==> config.mk <==
export PLATFORM = sky130hd
export DESIGN_NAME = tga_rle_pixel_decoder
export DESIGN_NICKNAME = d
export VERILOG_FILES = /design/src/rtl/core/trd_pkg.sv /design/src/rtl/core/tga_rle_pixel_decoder.sv /design/src/rtl/core/trd_step.sv /design/src/rtl/core/trd_skid.sv
export SDC_FILE = /design/constraint.sdc
export NUM_CORES = 1
export LEC_CHECK = 0
export BUFFER_PORTS_ARGS = -buffer_cell sky130_fd_sc_hd__buf_2
export CAP_MARGIN = 20
export CORE_ASPECT_RATIO = 0.9
export CORE_MARGIN = 2
export CORE_UTILIZATION = 65
export DETAILED_ROUTE_END_ITERATION = 8
export PLACE_DENSITY = 0.87
export REMOVE_ABC_BUFFERS = 1
export SYNTH_ARGS = -nofsm -noshare
export SYNTH_HDL_FRONTEND = slang
export SYNTH_HIERARCHICAL = 1
export SYNTH_SLANG_ARGS = --single-unit
==> constraint.sdc <==
create_clock -name clock -period 21.2 [get_ports clock]
set_clock_uncertainty 0.1 [all_clocks]
set_input_delay 5.3 -clock clock [delete_from_list [all_inputs] [get_ports clock]]
set_output_delay 5.3 -clock clock [all_outputs]
set_load 0.005 [all_outputs]
==> src/rtl/core/trd_pkg.sv <==
package trd_pkg;

   // Pixel and packet limits
   localparam int unsigned MAX_PIXEL_BYTES   = 4;
   localparam int unsigned MAX_PACKET_PIXELS = 128;

   // Field widths
   localparam int unsigned BYTE_W   = 8;
   localparam int unsigned BPP_W    = 3;
   localparam int unsigned TOTAL_W  = 30;
   localparam int unsigned PIXEL_W  = 32;
   localparam int unsigned REPEAT_W = 8;
   localparam int unsigned POS_W    = 2;

   // Packet header fields
   localparam logic [7:0] RUN_FLAG   = 8'h80;
   localparam logic [6:0] COUNT_MASK = 7'd127;

   // Register indexes on the configuration port
   localparam logic REG_BYTES_PER_PIXEL = 1'b0;
   localparam logic REG_PIXEL_TOTAL     = 1'b1;

   // Decoder phase, one-hot
   typedef enum logic [2:0] {
      PH_HEADER = 3'b001,
      PH_PIXEL  = 3'b010,
      PH_IGNORE = 3'b100
   } phase_type;

   // One result transaction
   typedef struct packed {
      logic [PIXEL_W-1:0]  pixel_value;
      logic [REPEAT_W-1:0] repeat_count;
      logic                image_done;
      logic                decode_error;
   } trd_result_type;

endpackage

==> src/rtl/core/tga_rle_pixel_decoder.sv <==
// TGA run-length pixel decoder.
// Input channel (req_): one compressed byte per transaction, with
// req_stream_end marking the last byte of the stream. Result channel (rsp_):
// one transaction per completed pixel, with the packed pixel (first byte
// lowest) and its repeat count; errors come as a zero-count transaction with
// rsp_image_done and rsp_decode_error set.
// Configuration: APB-style write of bytes_per_pixel at 0x0 and pixel_total
// at 0x4, done by the user only while the block is idle; the block does not
// enforce this. Reads return the registers. Throughput: one byte per cycle
// while req_stall is low. Each result is registered in the output buffer.
// Stall: a two-entry output buffer holds results; while the receiver stalls,
// bytes are still taken until a second result is waiting, and req_stall is
// high for as long as that second entry is held.
// Reset: decoder returns to expecting a packet header, counters clear,
// bytes_per_pixel returns to 4 and pixel_total to 1, and the output empties.
module tga_rle_pixel_decoder (
   input  logic        clock,
   input  logic        reset,
   // input channel
   input  logic        req_valid,
   output logic        req_stall,
   input  logic [7:0]  req_code_byte,
   input  logic        req_stream_end,
   // result channel
   output logic        rsp_valid,
   input  logic        rsp_stall,
   output logic [31:0] rsp_pixel_value,
   output logic [7:0]  rsp_repeat_count,
   output logic        rsp_image_done,
   output logic        rsp_decode_error,
   // configuration port
   input  logic        psel,
   input  logic        penable,
   input  logic        pwrite,
   input  logic [2:0]  paddr,
   input  logic [31:0] pwdata,
   output logic [31:0] prdata,
   output logic        pready
);

   logic [trd_pkg::BPP_W-1:0]   bpp_ff, bpp_in;
   logic [trd_pkg::TOTAL_W-1:0] total_ff, total_in;
   logic                        cfg_write;
   logic                        accept;
   logic                        res_valid;
   trd_pkg::trd_result_type     res;
   trd_pkg::trd_result_type     rsp_data;

   // Configuration registers
   assign pready    = 1'b1;
   assign cfg_write = psel && penable && pwrite && pready;

   always_comb begin
      bpp_in   = bpp_ff;
      total_in = total_ff;
      if (cfg_write) begin
         unique case (paddr[2])
            trd_pkg::REG_BYTES_PER_PIXEL: bpp_in   = pwdata[trd_pkg::BPP_W-1:0];
            trd_pkg::REG_PIXEL_TOTAL:     total_in = pwdata[trd_pkg::TOTAL_W-1:0];
            default:                      bpp_in   = bpp_ff;
         endcase
      end
   end

   always_ff @(posedge clock) begin
      if (reset) begin
         bpp_ff   <= trd_pkg::BPP_W'(4);
         total_ff <= trd_pkg::TOTAL_W'(1);
      end else begin
         bpp_ff   <= bpp_in;
         total_ff <= total_in;
      end
   end

   // Register read
   always_comb begin
      unique case (paddr[2])
         trd_pkg::REG_BYTES_PER_PIXEL: prdata = {29'd0, bpp_ff};
         trd_pkg::REG_PIXEL_TOTAL:     prdata = {2'd0, total_ff};
         default:                      prdata = '0;
      endcase
   end

   // Byte decode
   assign accept = req_valid && !req_stall;

   trd_step u_step (
      .clock           (clock),
      .reset           (reset),
      .accept          (accept),
      .code_byte       (req_code_byte),
      .stream_end      (req_stream_end),
      .bytes_per_pixel (bpp_ff),
      .pixel_total     (total_ff),
      .res_valid       (res_valid),
      .res             (res)
   );

   // Output buffer
   trd_skid u_skid (
      .clock     (clock),
      .reset     (reset),
      .push      (res_valid),
      .push_data (res),
      .out_stall (rsp_stall),
      .out_valid (rsp_valid),
      .out_data  (rsp_data),
      .full      (req_stall)
   );

   assign rsp_pixel_value  = rsp_data.pixel_value;
   assign rsp_repeat_count = rsp_data.repeat_count;
   assign rsp_image_done   = rsp_data.image_done;
   assign rsp_decode_error = rsp_data.decode_error;

   // Checks
   a_stall_has_output: assert property (@(posedge clock) disable iff (reset)
      req_stall |-> rsp_valid)
      else $error("input stalled with no result pending");

   a_stalled_result_kept: assert property (@(posedge clock) disable iff (reset)
      (rsp_valid && rsp_stall) |=> rsp_valid)
      else $error("stalled result dropped");

   a_error_shape: assert property (@(posedge clock) disable iff (reset)
      (rsp_valid && rsp_decode_error) |-> (rsp_image_done && (rsp_repeat_count == 8'd0)))
      else $error("error result with count or without done");

   a_pixel_count_range: assert property (@(posedge clock) disable iff (reset)
      (rsp_valid && !rsp_decode_error) |->
         ((rsp_repeat_count != 8'd0) && (rsp_repeat_count <= 8'd128)))
      else $error("pixel result with repeat count out of range");

endmodule

==> src/rtl/core/trd_step.sv <==
module trd_step (
   input  logic                           clock,
   input  logic                           reset,
   input  logic                           accept,
   input  logic [trd_pkg::BYTE_W-1:0]     code_byte,
   input  logic                           stream_end,
   input  logic [trd_pkg::BPP_W-1:0]      bytes_per_pixel,
   input  logic [trd_pkg::TOTAL_W-1:0]    pixel_total,
   output logic                           res_valid,
   output trd_pkg::trd_result_type        res
);

   trd_pkg::phase_type                  phase_ff, phase_in;
   logic                                run_ff, run_in;
   logic [trd_pkg::REPEAT_W-1:0]        left_ff, left_in;
   logic [trd_pkg::POS_W-1:0]           pos_ff, pos_in;
   logic [trd_pkg::PIXEL_W-1:0]         asm_ff, asm_in;
   logic [trd_pkg::TOTAL_W-1:0]         written_ff, written_in;

   logic [trd_pkg::BPP_W-1:0]           bpp_clamped;
   logic [trd_pkg::REPEAT_W-1:0]        count;
   logic [trd_pkg::TOTAL_W:0]           header_sum;
   logic [trd_pkg::BPP_W-1:0]           pos_next;
   logic [trd_pkg::PIXEL_W-1:0]         asm_merged;
   logic [trd_pkg::REPEAT_W-1:0]        rep;
   logic [trd_pkg::REPEAT_W-1:0]        left_after;
   logic [trd_pkg::TOTAL_W-1:0]         written_after;
   logic                                do_rearm;

   // Byte width: zero acts as one, oversize clamps to the maximum
   always_comb begin
      if (bytes_per_pixel == '0) begin
         bpp_clamped = trd_pkg::BPP_W'(1);
      end else if (bytes_per_pixel > trd_pkg::BPP_W'(trd_pkg::MAX_PIXEL_BYTES)) begin
         bpp_clamped = trd_pkg::BPP_W'(trd_pkg::MAX_PIXEL_BYTES);
      end else begin
         bpp_clamped = bytes_per_pixel;
      end
   end

   // Datapath terms for the header and pixel phases
   assign count      = {1'b0, code_byte[6:0] & trd_pkg::COUNT_MASK} + 8'd1;
   assign header_sum = {1'b0, written_ff} + {23'd0, count};
   assign pos_next   = {1'b0, pos_ff} + 3'd1;
   assign asm_merged = asm_ff | ({24'd0, code_byte} << {pos_ff, 3'b000});
   assign rep        = run_ff ? left_ff : 8'd1;
   assign left_after = run_ff ? 8'd0 : ((left_ff != '0) ? left_ff - 8'd1 : 8'd0);
   assign written_after = written_ff + {22'd0, rep};

   // Next state and result
   always_comb begin
      phase_in   = phase_ff;
      run_in     = run_ff;
      left_in    = left_ff;
      pos_in     = pos_ff;
      asm_in     = asm_ff;
      written_in = written_ff;
      do_rearm   = 1'b0;
      res_valid  = 1'b0;
      res        = '0;

      if (accept) begin
         unique case (phase_ff)
            trd_pkg::PH_HEADER: begin
               if (stream_end || (header_sum > {1'b0, pixel_total})) begin
                  // header as last byte, or a packet past the image end
                  do_rearm         = 1'b1;
                  phase_in         = stream_end ? trd_pkg::PH_HEADER : trd_pkg::PH_IGNORE;
                  res_valid        = 1'b1;
                  res.image_done   = 1'b1;
                  res.decode_error = 1'b1;
               end else begin
                  phase_in = trd_pkg::PH_PIXEL;
                  run_in   = (code_byte & trd_pkg::RUN_FLAG) != '0;
                  left_in  = count;
                  pos_in   = '0;
                  asm_in   = '0;
               end
            end
            trd_pkg::PH_PIXEL: begin
               if (pos_next < bpp_clamped) begin
                  // more bytes of this pixel to come
                  pos_in = pos_next[trd_pkg::POS_W-1:0];
                  asm_in = asm_merged;
                  if (stream_end) begin
                     do_rearm         = 1'b1;
                     phase_in         = trd_pkg::PH_HEADER;
                     res_valid        = 1'b1;
                     res.image_done   = 1'b1;
                     res.decode_error = 1'b1;
                  end
               end else if (written_after == pixel_total) begin
                  // pixel completes the image
                  do_rearm         = 1'b1;
                  phase_in         = stream_end ? trd_pkg::PH_HEADER : trd_pkg::PH_IGNORE;
                  res_valid        = 1'b1;
                  res.pixel_value  = asm_merged;
                  res.repeat_count = rep;
                  res.image_done   = 1'b1;
               end else if (stream_end) begin
                  // stream ends before the image is full
                  do_rearm         = 1'b1;
                  phase_in         = trd_pkg::PH_HEADER;
                  res_valid        = 1'b1;
                  res.image_done   = 1'b1;
                  res.decode_error = 1'b1;
               end else begin
                  phase_in         = (left_after != '0) ? trd_pkg::PH_PIXEL : trd_pkg::PH_HEADER;
                  left_in          = left_after;
                  pos_in           = '0;
                  asm_in           = '0;
                  written_in       = written_after;
                  res_valid        = 1'b1;
                  res.pixel_value  = asm_merged;
                  res.repeat_count = rep;
               end
            end
            trd_pkg::PH_IGNORE: begin
               if (stream_end) begin
                  do_rearm = 1'b1;
                  phase_in = trd_pkg::PH_HEADER;
               end
            end
            default: begin
               if (stream_end) begin
                  do_rearm = 1'b1;
                  phase_in = trd_pkg::PH_HEADER;
               end
            end
         endcase
      end

      // re-arm for a new image
      if (do_rearm) begin
         run_in     = 1'b0;
         left_in    = '0;
         pos_in     = '0;
         asm_in     = '0;
         written_in = '0;
      end
   end

   // State registers
   always_ff @(posedge clock) begin
      if (reset) begin
         phase_ff   <= trd_pkg::PH_HEADER;
         run_ff     <= 1'b0;
         left_ff    <= '0;
         pos_ff     <= '0;
         asm_ff     <= '0;
         written_ff <= '0;
      end else begin
         phase_ff   <= phase_in;
         run_ff     <= run_in;
         left_ff    <= left_in;
         pos_ff     <= pos_in;
         asm_ff     <= asm_in;
         written_ff <= written_in;
      end
   end

endmodule

==> src/rtl/core/trd_skid.sv <==
module trd_skid (
   input  logic                    clock,
   input  logic                    reset,
   input  logic                    push,
   input  trd_pkg::trd_result_type push_data,
   input  logic                    out_stall,
   output logic                    out_valid,
   output trd_pkg::trd_result_type out_data,
   output logic                    full
);

   logic                    out_valid_ff, out_valid_in;
   logic                    skid_valid_ff, skid_valid_in;
   trd_pkg::trd_result_type out_data_ff, out_data_in;
   trd_pkg::trd_result_type skid_data_ff, skid_data_in;
   logic                    pop;

   assign pop = out_valid_ff && !out_stall;

   // Output slot refills from the skid slot first, then from new results
   always_comb begin
      out_valid_in  = out_valid_ff;
      skid_valid_in = skid_valid_ff;
      out_data_in   = out_data_ff;
      skid_data_in  = skid_data_ff;
      if (skid_valid_ff) begin
         if (pop) begin
            out_data_in   = skid_data_ff;
            skid_valid_in = 1'b0;
         end
      end else if (push) begin
         if (!out_valid_ff || pop) begin
            out_valid_in = 1'b1;
            out_data_in  = push_data;
         end else begin
            skid_valid_in = 1'b1;
            skid_data_in  = push_data;
         end
      end else if (pop) begin
         out_valid_in = 1'b0;
      end
   end

   always_ff @(posedge clock) begin
      if (reset) begin
         out_valid_ff  <= 1'b0;
         skid_valid_ff <= 1'b0;
      end else begin
         out_valid_ff  <= out_valid_in;
         skid_valid_ff <= skid_valid_in;
      end
   end

   // Payload needs no reset
   always_ff @(posedge clock) begin
      out_data_ff  <= out_data_in;
      skid_data_ff <= skid_data_in;
   end

   assign out_valid = out_valid_ff;
   assign out_data  = out_data_ff;
   assign full      = skid_valid_ff;

endmodule

== After elaboration in Yosys (flattened, before gate mapping) ==
Index checks and enable logic that the tools add are counted.
Word-level totals
  flip-flop bits (word level): 195
  output and inout bits: 77
  word-level logic and storage cells: 131
Cells by class
  add/sub/neg operators: 5
  order comparisons: 3
  equality and inequality tests: 11
  shift-type cells: 1
  multiplexer cells: 59
  bitwise gates (word level): 8
  reductions and logical operators: 26
Operators with widths (number)
  $mux W42: 5
  $mux W32: 4
  $pmux W32 S2: 2
  $mux W40: 3
  $mux W8: 7
  $mux W41: 1
  $or A32 B32 Y32: 1
  $shl A8 B5 Y32: 1
  $add A30 B8 Y31: 1
  $gt A31 B30 Y1: 1
  $add A30 B8 Y30: 1
  $eq A30 B30 Y1: 1
  $mux W3: 8
  $mux W2: 8
  $pmux W8 S2: 1
  $reduce_bool A8 Y1: 2
  $mux W1: 15
  $reduce_and A3 Y1: 4
  $ne A2 B2 Y1 const B: 5
  $reduce_and A5 Y1: 2
  $add A7 B1 Y8 const B: 1
  $pmux W2 S2: 2
  $reduce_bool A2 Y1: 4
  $sub A8 B1 Y8 const B: 1
  other kinds (17): 32

== Longest topological paths before layout ==
  word-level depth: 10
  depth in mapped cells: 24
  gate-level depth less buffers: 22

== Cells and area by module ==
Netlist, hierarchy kept.
By module, submodules not included
  trd_step: times used 1, cells each 1016, area each 7647.3 µm², seq. area each 1521.5 µm²
  trd_skid: times used 1, cells each 143, area each 3316.9 µm², seq. area each 2562.5 µm²
  tga_rle_pixel_decoder: times used 1, cells each 184, area each 1761.7 µm², seq. area each 660.6 µm²

== Worst setup path before layout ==
Ideal clock, no wire load.
  kind: input to register
  start point: in req_code_byte[0]
  end point: reg u_skid.out_data_ff (netlist bit u_skid/out_data[0]), enable pin
  arrival: 10836 ps
  path slack: 9811 ps
  cell stages on the path: 22
  buffers on the path: 1
  path through: ha_1 ha_1 a21o_1 a21o_1 a21o_1 a21oi_1 nor2b_1 o21ai_0 a21oi_1 clkbuf_1 and3_1 xor2_1 ha_1 nand4_1 a211oi_1 o21ai_0 a21oi_1 o22ai_1 a31o_2 a21oi_1 nand2b_1 a21boi_1
On the way
  word-level cells in the longest chain between the ends: 9
RTL lines
  start, declared: line tga_rle_pixel_decoder.sv:22  | input logic [7:0] req_code_byte,
  $add A7 B1 Y8: line trd_step.sv:42  | assign count = {1'b0, code_byte[6:0] & trd_pkg::COUNT_MASK} + 8'd1;
  $add A30 B8 Y31: line trd_step.sv:43  | assign header_sum = {1'b0, written_ff} + {23'd0, count};
  $gt A31 B30 Y1: line trd_step.sv:65  | if (stream_end || (header_sum > {1'b0, pixel_total})) begin
  $logic_or A1 B1 Y1: line trd_step.sv:65
  $mux W1: line trd_step.sv:65
  $pmux W1 S2: line trd_step.sv:63  | unique case (phase_ff)
  $mux W1: line trd_step.sv:62  | if (accept) begin
  net res_valid: line tga_rle_pixel_decoder.sv:45  | logic res_valid;
  $reduce_bool A2 Y1 (no line)
  $reduce_and A3 Y1 (no line)
  end signal, assigned: line trd_skid.sv:56  | out_data_ff <= out_data_in;
  end, declared: line trd_skid.sv:14  | trd_pkg::trd_result_type out_data_ff, out_data_in;
The timed path passes the listed nets, and every way through them passes these cells.
A chain may end at the register's enable or synchronous reset.

== Worst setup path after layout ==
  start point: in paddr[2]
  end point: out prdata[1]
On the way
  word-level cells in the longest chain between the ends: 2
RTL lines
  start, declared: line tga_rle_pixel_decoder.sv:35  | input logic [2:0] paddr,
  $not A1 Y1 (no line)
  $pmux W32 S2 (*): line tga_rle_pixel_decoder.sv:77  | unique case (paddr[2])
  end, declared: line tga_rle_pixel_decoder.sv:37  | output logic [31:0] prdata,
Every way passes the cells marked *; elsewhere a longest branch is shown, timed or not. The select of a mux whose other input is x is not followed.

==> qor.log <==
[worst_setup_path] Worst EP required 15.80 ns
[power_and_ir_drop] fraction of power consumed by combinational cells 17.7%
[clock_network] buffer levels on the longest clock path 2
[clock_network] Clk pin slew, worst setup/hold paths 0.08 ns
[power_and_ir_drop] P_int 628 uW
[worst_setup_path] endpoint class of the critical path output port
[cells_and_area] area of combinational cells with multiple inputs 7070 um2
[drt] total detailed-routing wirelength 32,400 um
[drt] number of DRC markers after the initial detailed-route iteration 1,528
[die] core area 19,200 um2
[sta] number of endpoints with negative hold slack in the final report 0
[hold_path] worst min-delay path startpoint u_step/asm_ff[22]
[cells_and_area] number of antenna cells inserted 0
[grt] global-route track usage on met3 5.27%
[die] total die area 20,700 um2
[synthesis] top_reg_cell synth dfxtp_1
[sta] Max transition margin 19.7%
[drt] Post-route DRC 0
[cells_and_area] post-route standard cell area excluding fillers 13,800 um2
[die] number of rows in the core area 48
[grt] initial antenna violation count 0
[sta] Max Clock Freq 0.0858 GHz
[drt] via/cell ratio 6.53
[flow_run] Max Cap Viol 0
[synthesis] Async S/R FF share, synth 0%
[sta] setup repair after global routing missed its margin no
[die] DIE WIDTH 151 um
[grt] via count of the first global-routing pass 10.1k
[grt] layer with the highest usage after global routing met2
[hold_path] instance count along the most critical hold path 2
[power_and_ir_drop] switching power total 298 uW
[grt] global-route met2 utilization 49.2%
[power_and_ir_drop] clock share of power 36.7%
[die] vertical extent of the die 137 um
[synthesis] Post-Syn Area 12,700 um2
[worst_setup_path] crit path launch type primary input
[power_and_ir_drop] fraction of power consumed by sequential logic 45.6%
[grt] maximum number of pins on one net before global-route repair 74
[sta] Post-Route Setup TNS 0 ns
[clock_network] # hold bufs at CTS 0
[synthesis] synth top area cells edfxtp_1 (20%), dfxtp_1 (17%), ha_1 (5.3%)
[status] run status finished clean
[sta] final count of negative-setup-slack endpoints 0
[worst_setup_path] top fanout value on the critical path 32
[worst_setup_path] sequence of cells on the critical path buf_2 > mux2_2 > buf_2
[worst_setup_path] data arrival time at the worst-slack endpoint 6.26 ns
[drt] routed wire length per instance 19.6 um
[synthesis] most common cell in the synthesized netlist dfxtp_1
[synthesis] post-synthesis cell type count 77
[sta] fraction of the cycle the final worst path needs 55.0%
[synthesis] most used standard cells in the synthesized netlist dfxtp_1 (111), a21oi_1 (107), inv_1 (85)
[clock_network] number of cells upsized or downsized after cts 0
[worst_setup_path] slowest stage delay, CP 0.42 ns
[synthesis] total of flip-flops plus latches after synthesis 195
[die] effective utilization at floorplan 66.4%
[worst_setup_path] number of cells on the worst reg-to-reg path 21
[cells_and_area] ratio of cells with drive above 1 in the final layout 19.0%
[grt] total overflow reported by the global router 0
[placement] Placement Setup Slack 9.52 ns
[cells_and_area] growth of design area from synthesis to finish 8.53%
[power_and_ir_drop] largest vdd supply drop 0.0516 mV
[power_and_ir_drop] fraction of power spent switching nets 32.2%
[cells_and_area] number of fillers in the final layout 1,400
[drt] residual antenna-violating net count after detailed routing 0
[synthesis] post-synthesis average cell area 9.48 um2
[placement] Routability Congestion 0.971
[clock_network] number of buffers inserted during clock tree synthesis 17
[synthesis] part of the Yosys area used for sequential elements 37.3%
[sta] actual slew at the worst max-slew pin 1.19 ns
[drt] number of optimization iterations in the first detailed-route pass 5
[synthesis] post-synth top area share 19.8%
[clock_network] CTS tree yes
[synthesis] total of warnings raised by yosys 6
[cells_and_area] sequential cell area in the final layout 4750 um2
[grt] first-pass GRT wire length 52,300 um
[worst_setup_path] worst r2r src u_step/written_ff[1]
[hold_path] worst hold path endpoint u_step/asm_ff[22]
[cells_and_area] Post-Route Utilization 72.1%
[worst_setup_path] end of the worst register-to-register path u_skid/out_data[38]
[clock_network] Sinks on Clock Net 195
[clock_network] root cell of the clock tree clkbuf_16
[clock_network] clk_lat worst skew 0.45 ns
[grt] met1 layer usage reported by global route 46.1%
[worst_setup_path] setup slack on the worst flop-to-flop path 15.27 ns
[sta] Final Max Tran Viols 0
[clock_network] Post-CTS Setup Inserts 0
[power_and_ir_drop] power density over the cells 67.0 nW/um2
[drt] routed via count 10.8k
[power_and_ir_drop] Tot Pwr 925 uW
[placement] half-perimeter wire length after detailed placement 22,400 um
[power_and_ir_drop] leakage power 0.00506 uW
[clock_network] H-tree Lvls 4
[synthesis] Syn Inst Count 1,343
[cells_and_area] number of nets in the layout 1,501
[sta] smallest setup slack after layout 9.54 ns
[worst_setup_path] most repeated library cell on the critical path buf_2
[synthesis] Synth area leader edfxtp_1
[worst_setup_path] library cell contributing the largest single delay on the critical path buf_2
[die] Top-Level Pins 128
[placement] cell area after placement 13,200 um2
[hold_path] type of the most critical hold path flop to flop
[placement] count of buffers from port buffering 120
[sta] final critical-path required period 11.66 ns
[worst_setup_path] Worst Setup Path Type primary input to output port
[grt] global-route usage over all layers 31.8%
[synthesis] Post-synth EDFFs 84
[stage by stage]
| stage | hold slack (ns) | instances |
|---|---|---|
| 2_1_floorplan | 0.334 | 1240 |
| 3_3_place_gp | 0.344 | 1621 |
| 3_5_place_dp | 0.354 | 1623 |
| 4_1_cts | 0.366 | 1655 |
| 5_1_grt | 0.386 | 1657 |
| 6_report | 0.368 | 1657 |
[layout make-up]
cell class | instances | share of cell area (%)
multi-input combinational | 960 | 51.2
sequential | 195 | 34.4
timing repair buffer | 135 | 5.31
clock buffer | 17 | 3.08
inverter | 85 | 2.31
tap | 250 | 2.26
clock inverter | 15 | 1.46
[state kept, by name, indices dropped and copies added, names as in the netlist]
signal	cells
u_skid/out_data	42
u_skid/skid_data_ff	42
u_step/asm_ff	32
total_ff	30
u_step/written_ff	30
u_step/left_ff	8
bpp_ff	3
u_step/phase_ff	3
u_step/pos_ff	2
u_skid/full	1
u_skid/out_valid	1
u_step/run_ff	1
[cell usage in the layout, fill, tap and decap left out, drive strengths merged, types with 4 or more instances in the layout]
cell	Yosys	layout
nand3	37	37
o211ai	18	18
o22ai	6	6
a21o	11	11
o21ai	55	55
nand2b	69	69
a31o	5	5
and4	11	11
dfxtp	111	111
nor4	10	10
or2	4	4
edfxtp	84	84
nor2b	8	8
o2111ai	34	34
nand2	63	63
a211oi	44	44
clkbuf	59	17
nand4	26	26
or3	31	31
and3	16	16
clkinv	0	4
and2	38	38
nor3	16	16
or4	11	11
ha	54	54
nor2	71	71
mux2i	34	34
xor2	23	23
mux2	45	45
buf	45	135
o31ai	6	6
a21oi	107	107
inv	85	96
a31oi	8	8
xnor2	51	51
[how the worst max path moves through the flow]
stage | from | end | slack (ns) | cells after the start
3_3_place_gp | paddr[2] | prdata[1] | 9.55 | 3
2_1_floorplan | req_code_byte[0] | u_skid/out_data[0] | 9.74 | 21
6_report | paddr[2] | prdata[1] | 9.54 | 3
4_1_cts | paddr[2] | prdata[1] | 9.52 | 3
3_5_place_dp | paddr[2] | prdata[1] | 9.52 | 3
5_1_grt | paddr[2] | prdata[1] | 9.46 | 3
[critical path, delay by kind of cell]
kind	cells	cell delay, ns
muxes	1	0.41
buffers and inverters	2	0.55
[layer usage]
layer | routed length (um) | vias up
met4 | 656 | 0
met5 | 0 | -
li1 | - | 4989
met1 | 14100 | 5159
met2 | 14600 | 604
met3 | 3030 | 75
[power by group through the flow]
stage | Sequential, uW | Combinational (uW) | Clock (uW)
after floorplan | 431 | 98.3 | 0
after global placement | 429 | 155 | 0
after detailed placement | 430 | 159 | 0
after CTS | 422 | 160 | 344
after global routing | 424 | 177 | 357
final | 422 | 163 | 340
[cells by family after synthesis]
| group | after synthesis | synth area share (%) |
|---|---|---|
| other | 2 | 0.0590 |
| adder cells (fa/ha/maj) | 56 | 5.62 |
| buffers and inverters | 189 | 7.42 |
| XOR/XNOR | 75 | 5.27 |
| AND/OR/NAND/NOR | 419 | 18.3 |
| AO/OA/AOI/OAI | 328 | 18.2 |
| flip-flops | 195 | 37.3 |
| multiplexers | 79 | 7.75 |
No activity file was read; power rests on OpenSTA's default activity.
